===== config.mk =====
export PLATFORM = sky130hd
export DESIGN_NAME = stable_priority_queue_core
export DESIGN_NICKNAME = d
export VERILOG_FILES = /design/src/spq_pkg.sv /design/src/spq_cell.sv /design/src/stable_priority_queue_core.sv
export SDC_FILE = /design/constraint.sdc
export NUM_CORES = 1
export LEC_CHECK = 0
export BUFFER_PORTS_ARGS = -buffer_cell sky130_fd_sc_hd__buf_2
export CAP_MARGIN = 20
export CORE_UTILIZATION = 25
export DETAILED_ROUTE_END_ITERATION = 12
export PLACE_DENSITY_LB_ADDON = 0.3
export SYNTH_ARGS = -nofsm -noshare
export SYNTH_HDL_FRONTEND = slang
export SYNTH_HIERARCHICAL = 1
export SYNTH_SLANG_ARGS = --single-unit

===== constraint.sdc =====
create_clock -name i_clk -period 4.1 [get_ports i_clk]
set_input_delay 0.82 -clock i_clk [delete_from_list [all_inputs] [get_ports i_clk]]
set_output_delay 0.82 -clock i_clk [all_outputs]
set_load 0.03 [all_outputs]

===== src/spq_pkg.sv =====
// Shared types and constants for the stable priority queue.
package spq_pkg;

    localparam int QUEUE_DEPTH   = 16;
    localparam int PRIORITY_BITS = 8;
    localparam int ID_BITS       = 16;
    localparam int COUNT_BITS    = $clog2(QUEUE_DEPTH + 1);
    localparam int ERR_BITS      = 2;

    localparam logic OP_INSERT = 1'b0;
    localparam logic OP_REMOVE = 1'b1;

    typedef enum logic [ERR_BITS-1:0] {
        ERR_OK    = 2'd0,
        ERR_FULL  = 2'd1,
        ERR_EMPTY = 2'd2
    } t_err;

    typedef struct packed {
        logic [PRIORITY_BITS-1:0] prio;
        logic [ID_BITS-1:0]       id;
    } t_entry;

    typedef struct packed {
        logic do_insert;
        logic do_remove;
    } t_cell_ctl;

endpackage


===== src/spq_cell.sv =====
// One slot of the sorted shift-register chain.
module spq_cell
    import spq_pkg::*;
(
    input  logic      i_clk,
    input  t_cell_ctl i_ctl,
    input  logic      i_occupied,
    input  t_entry    i_new,
    input  t_entry    i_left,
    input  logic      i_left_after,
    input  t_entry    i_right,
    output t_entry    o_entry,
    output logic      o_after
);

    t_entry r_entry;
    t_entry n_entry;

    // The chain is sorted, so this flag is true for a prefix of the cells only.
    assign o_after = i_occupied && (r_entry.prio <= i_new.prio);
    assign o_entry = r_entry;

    always_comb begin
        n_entry = r_entry;
        if (i_ctl.do_insert) begin
            if (o_after) begin
                n_entry = r_entry;
            end else if (i_left_after) begin
                n_entry = i_new;
            end else begin
                n_entry = i_left;
            end
        end else if (i_ctl.do_remove) begin
            n_entry = i_right;
        end
    end

    always_ff @(posedge i_clk) begin
        r_entry <= n_entry;
    end

endmodule


===== src/stable_priority_queue_core.sv =====
// Top level of the stable priority queue: a chain of slot cells and the result register.
// The queue holds up to 16 entries, kept sorted in a row of cells with the head in
// cell 0; lower priority values leave first, and equal priorities leave in arrival
// order. All cells compare against the new entry at once and shift left or right in the
// same clock, so one item is accepted per cycle for as long as the result register is
// drained. Each item gives exactly one result, which carries the removed entry, the
// occupancy after the item and an error code (insert into a full queue is dropped,
// remove from an empty queue returns nothing).
module stable_priority_queue_core
    import spq_pkg::*;
(
    input  logic                     i_clk,
    input  logic                     i_rst_n,
    input  logic                     i_in_valid,
    output logic                     o_in_stall,
    input  logic                     i_opcode,
    input  logic [PRIORITY_BITS-1:0] i_priority_req,
    input  logic [ID_BITS-1:0]       i_item_id,
    output logic                     o_out_valid,
    input  logic                     i_out_stall,
    output logic                     o_popped_valid,
    output logic [PRIORITY_BITS-1:0] o_popped_priority,
    output logic [ID_BITS-1:0]       o_popped_id,
    output logic [COUNT_BITS-1:0]    o_occupancy,
    output logic                     o_is_empty,
    output logic [ERR_BITS-1:0]      o_error_code
);

    logic [COUNT_BITS-1:0] r_count;
    logic [COUNT_BITS-1:0] n_count;
    logic                  r_out_valid;
    logic                  r_popped_valid;
    t_entry                r_popped;
    t_err                  r_err;
    t_err                  n_err;

    logic      accept;
    logic      full;
    logic      empty;
    t_cell_ctl ctl;
    t_entry    new_entry;

    t_entry cell_entry [QUEUE_DEPTH];
    logic   cell_after [QUEUE_DEPTH];

    assign full      = (r_count == COUNT_BITS'(QUEUE_DEPTH));
    assign empty     = (r_count == '0);
    assign o_in_stall = r_out_valid && i_out_stall;
    assign accept    = i_in_valid && !o_in_stall;
    assign new_entry = '{prio: i_priority_req, id: i_item_id};

    assign ctl.do_insert = accept && (i_opcode == OP_INSERT) && !full;
    assign ctl.do_remove = accept && (i_opcode == OP_REMOVE) && !empty;

    for (genvar g = 0; g < QUEUE_DEPTH; g++) begin : g_cell
        t_entry left;
        logic   left_after;
        t_entry right;
        logic   occupied;

        assign occupied = (COUNT_BITS'(g) < r_count);

        if (g == 0) begin : g_head
            assign left       = new_entry;
            assign left_after = 1'b1;
        end else begin : g_body
            assign left       = cell_entry[g-1];
            assign left_after = cell_after[g-1];
        end

        if (g == QUEUE_DEPTH - 1) begin : g_tail
            assign right = cell_entry[g];
        end else begin : g_mid
            assign right = cell_entry[g+1];
        end

        spq_cell u_cell (
            .i_clk        (i_clk),
            .i_ctl        (ctl),
            .i_occupied   (occupied),
            .i_new        (new_entry),
            .i_left       (left),
            .i_left_after (left_after),
            .i_right      (right),
            .o_entry      (cell_entry[g]),
            .o_after      (cell_after[g])
        );
    end

    always_comb begin
        n_count = r_count;
        n_err   = ERR_OK;
        if (i_opcode == OP_INSERT) begin
            if (full) begin
                n_err = ERR_FULL;
            end else begin
                n_count = r_count + COUNT_BITS'(1);
            end
        end else begin
            if (empty) begin
                n_err = ERR_EMPTY;
            end else begin
                n_count = r_count - COUNT_BITS'(1);
            end
        end
    end

    always_ff @(posedge i_clk) begin
        if (!i_rst_n) begin
            r_count     <= '0;
            r_out_valid <= 1'b0;
        end else begin
            if (accept) begin
                r_count     <= n_count;
                r_out_valid <= 1'b1;
            end else if (!i_out_stall) begin
                r_out_valid <= 1'b0;
            end
        end
    end

    // Result payload; the popped fields read zero unless a remove took an entry.
    always_ff @(posedge i_clk) begin
        if (accept) begin
            r_popped_valid <= ctl.do_remove;
            r_popped       <= ctl.do_remove ? cell_entry[0] : '0;
            r_err          <= n_err;
        end
    end

    assign o_out_valid       = r_out_valid;
    assign o_popped_valid    = r_popped_valid;
    assign o_popped_priority = r_popped.prio;
    assign o_popped_id       = r_popped.id;
    assign o_occupancy       = r_count;
    assign o_is_empty        = empty;
    assign o_error_code      = r_err;

endmodule


# --- Word level (Yosys, flattened, before mapping) ---
# Cells that the tools add are included.
totals:
  input_bits: 29
  elab_cells: 205
  out_inout_bits: 35
  register_bits: 417
op_classes:
  n_eq_ne: 19
  bitwise: 2
  reduce_logical: 44
  order_cmp: 32
  n_mux: 68
  add_sub_neg: 2
ops:
  columns: ["op", "count"]
  rows:
  - ["$mux W24", 60]
  - ["$le A8 B8 Y1", 16]
  - ["$lt A4 B5 Y1 const A", 8]
  - ["$ne A2 B2 Y1 const B", 17]
  - ["$reduce_and A2 Y1", 16]
  - ["$logic_and A1 B1 Y1", 22]
  - ["$lt A3 B5 Y1 const A", 4]
  - ["$mux W5", 3]
  - ["$lt A1 B5 Y1 const A", 2]
  - ["$lt A2 B5 Y1 const A", 2]
  - ["$add A5 B1 Y5 const B", 1]
  - ["$eq A5 B5 Y1 const B", 1]
  - ["$logic_not A5 Y1", 1]
  - ["$sub A5 B1 Y5 const B", 1]
  - ["$mux W2", 2]
  - ["$logic_not A1 Y1", 3]
  - ["$mux W1", 3]
  - ["$reduce_and A3 Y1", 1]
  - ["$ne A2 B1 Y1 const B", 1]
  - ["$not A1 Y1", 2]
  - ["$reduce_bool A2 Y1", 1]

# --- Longest topological paths before layout ---
depth:
  word_depth: 7
  depth_mapped: 11
  mapped_depth_nobuf: 8

# --- By module ---
# Netlist, hierarchy kept.
by_module_without_submodules:
  columns: ["module", "area_each_um2", "seq_area_each_um2", "cells_per_inst", "instances"]
  rows:
  - ["spq_cell", 1478.9, 720.7, 138, 16]
  - ["stable_priority_queue_core", 1554.0, 930.9, 131, 1]

# --- Worst setup path after synthesis ---
# OpenSTA, ideal clock, no wires.
synth_path:
  path_kind: "input-to-reg"
  startpoint: "input i_in_valid"
  endpoint: "register g_cell[0].u_cell.r_entry, in the netlist g_cell[0].u_cell/o_entry[0] (enable)"
  t_arrival_ns: 3.162
  t_required_ns: 3.718
  stages: 7
  setup_time_ns: 0.382
  slack_ns: 0.556
  n_path_buf: 1
  cell_sequence: "a21boi_2 -> nand2_1 -> nor2_1 -> buf_2 -> nor2_1 -> a31oi_1 -> o21a_1"
synth_lines:
  columns: ["element", "line", "text"]
  rows:
  - ["from (decl)", "stable_priority_queue_core.sv:14", "input logic i_in_valid,"]
  - ["to (signal assigned)", "spq_cell.sv:39", "r_entry <= n_entry;"]
  - ["to (decl)", "spq_cell.sv:16", "t_entry r_entry;"]

==> out/metrics.csv <==
metric;value;unit
Critical Path AT;3.39;ns
Critical Path End Type;flop;
Vias;16307;
Setup TNS;0;ns
TritonCTS clock tree;done;
Sw Share;31.5;%
HPWL Detailed;42900;um
dpl ws;0.484;ns
Starting Density;25.2;%
DRC violations left;0;
clock buffer depth;3;
Routed Antenna Nets;0;
Slew HR;28.5;%
hold buffers post-CTS;0;
RSZ-0062 raised after global routing;no;
row count;116;
Syn Area/Cell;10.8;um2
Resize count post-CTS;0;
endpoints failing hold;0;
Die ar.;102000;um2
Crit path max-delay family;simple AND/OR/NAND/NOR gates;
area delta synth->final;12.1;%
status;complete, no violations;
chip width;319;um
CTS Buf Count;47;
WL/cell;15.6;um
worst path cell trace;nor3b_1 -> nand2_1 -> and3b_4 -> buf_4 -> nor2_1 -> a31oi_1 -> o21a_1 -> buf_12;
Hold Startpoint;i_in_valid;
gr ovfl total;0;
NetSw;4.15;mW
IO Port Bufs;63;
post-CTS setup buffer count;0;
routed wire length;58000;um
post-layout net count;2538;
io pins;64;
HP Class;in2reg;
fin crit share;75.8;%
clk_lat worst skew;0.62;ns
maximum vdd drop;0.000268;V
Worst Tran Pin Value;1.07;ns
Logic pwr share;24.9;%
n_diodes;0;
Ys Warns;6;
synthesized area;25200;um2
first-pass GRT wire length;92600;um
core area;100000;um2
CTS H-tree lvls;2;
share of cells above drive strength 1;9.32;%
Setup crit start;o_occupancy[2];
Total GRT Usage;11.3;%
Design Power;13.2;mW
drt pass-1 iters;5;
Crit path buffers/inverters;2;
CP max-delay cell;dfxtp_1;
via/cell ratio;4.39;
worst clock skew;0.0379;ns
Crit Path Max Fanout;32;
fin crit period;3.11;ns
worst r2r src;o_occupancy[2];
Flop pwr share;45.3;%
Root Buffer;clkbuf_16;
Pint;9.03;mW
Required @ worst endpoint;4.39;ns
Final setup viols;0;
Syn Inst Count;2336;
Final WS setup;0.992;ns
CP Launch Type;flop;
fin cells;3712;
Fill cells;10459;
max capacitance violation total;0;
initial antenna violation count;7;
largest net degree at the start of global routing;103;
CP max stage delay;0.78;ns
Clock power frac;29.8;%
Worst-path clk slew;0.06;ns
Die Span Y;319;um
fmax;0.322;GHz
vias in the first global route;16095;
static leakage;10.2;nW
clock sink count;417;
PD cells;466;nW/um2
syn nets;2496;
drt first-iter violations;1006;
critical path type;reg2reg;
pins over their slew limit;0;
DP Cell Count;3627;
routability cong.;0.798;
Finished Core Util;28.3;%
[area by class of cell]
class | instances | area, um2 | area share [%]
Multi-Input combinational cell | 1633 | 11000 | 39.0
Clock buffer | 61 | 1230 | 4.35
Sequential cell | 417 | 12500 | 44.1
Inverter | 133 | 499 | 1.77
Clock inverter | 24 | 173 | 0.611
Tap cell | 1298 | 1620 | 5.75
Timing Repair Buffer | 146 | 1250 | 4.43
[sequential cells by signal (all words and copies together) (netlist names)]
register               flops
o_error_code               2
o_occupancy                5
g_cell.u_cell/o_entry    384
o_popped_priority          8
o_popped_valid             1
o_out_valid                1
o_popped_id               16
[layer usage]
layer / GRT usage, % / part of all wire, % / up-vias
met5: 0 / 0.13 / -
met3: 2.28 / 4.1 / 91
li1: - / - / 8639
met4: 2.80 / 2.1 / 12
met1: 15.7 / 50 / 7345
met2: 17.8 / 44 / 220
[per-stage QoR]
step           hold WS (ns)  instance area (um2)
2_1_floorplan         0.524                25200
3_3_place_gp          0.534                26900
3_5_place_dp          0.525                26900
4_1_cts               0.407                28300
5_1_grt               0.438                28300
6_report              0.452                28300
[placed cells by master (no fill, tap or decap), types with 3 or more instances in the layout]
master,count
a21oi_1,449
nor2_1,421
edfxtp_1,411
mux2i_1,387
inv_1,133
ha_1,131
buf_2,63
buf_4,58
clkbuf_16,47
nand2_1,42
nand4_1,32
o211ai_1,31
and2_1,27
buf_12,25
o21a_1,17
nor2b_1,17
o2111ai_1,16
a31oi_1,16
clkbuf_1,14
clkinv_1,13
o21ai_2,8
o21ai_4,7
dfxtp_1,6
o21ai_0,5
clkinv_2,5
a21o_1,4
or3_1,3
nand2b_1,3
clkinvlp_4,3
[power groups by stage]
stage | sequential (mW) | combinational, mW | clock, mW
CTS | 5.98 | 3.33 | 4.10
finish | 5.97 | 3.28 | 3.92
detailed placement | 6.05 | 3.34 | 0
global placement | 6.05 | 3.28 | 0
global route | 6.05 | 3.70 | 4.22
floorplan | 5.95 | 2.62 | 0
[final timing paths]
kind,endpoint,slack (ns),cells past startpoint
setup / recovery,g_cell[5].u_cell/o_entry[18],0.99,8
hold reg to reg,o_occupancy[1],0.54,2
hold / removal,o_out_valid,0.45,2
setup reg to reg,g_cell[5].u_cell/o_entry[18],0.99,8
[worst register-to-register path: cells and delay by family, from the launching register on]
| kind | cells | cell delay [ns] |
|---|---|---|
| compound gates | 2 | 0.50 |
| buf+inv | 2 | 0.53 |
| flops | 1 | 0.78 |
| simple gates | 4 | 0.97 |
Note: power is estimated with default switching activity, not from simulation.
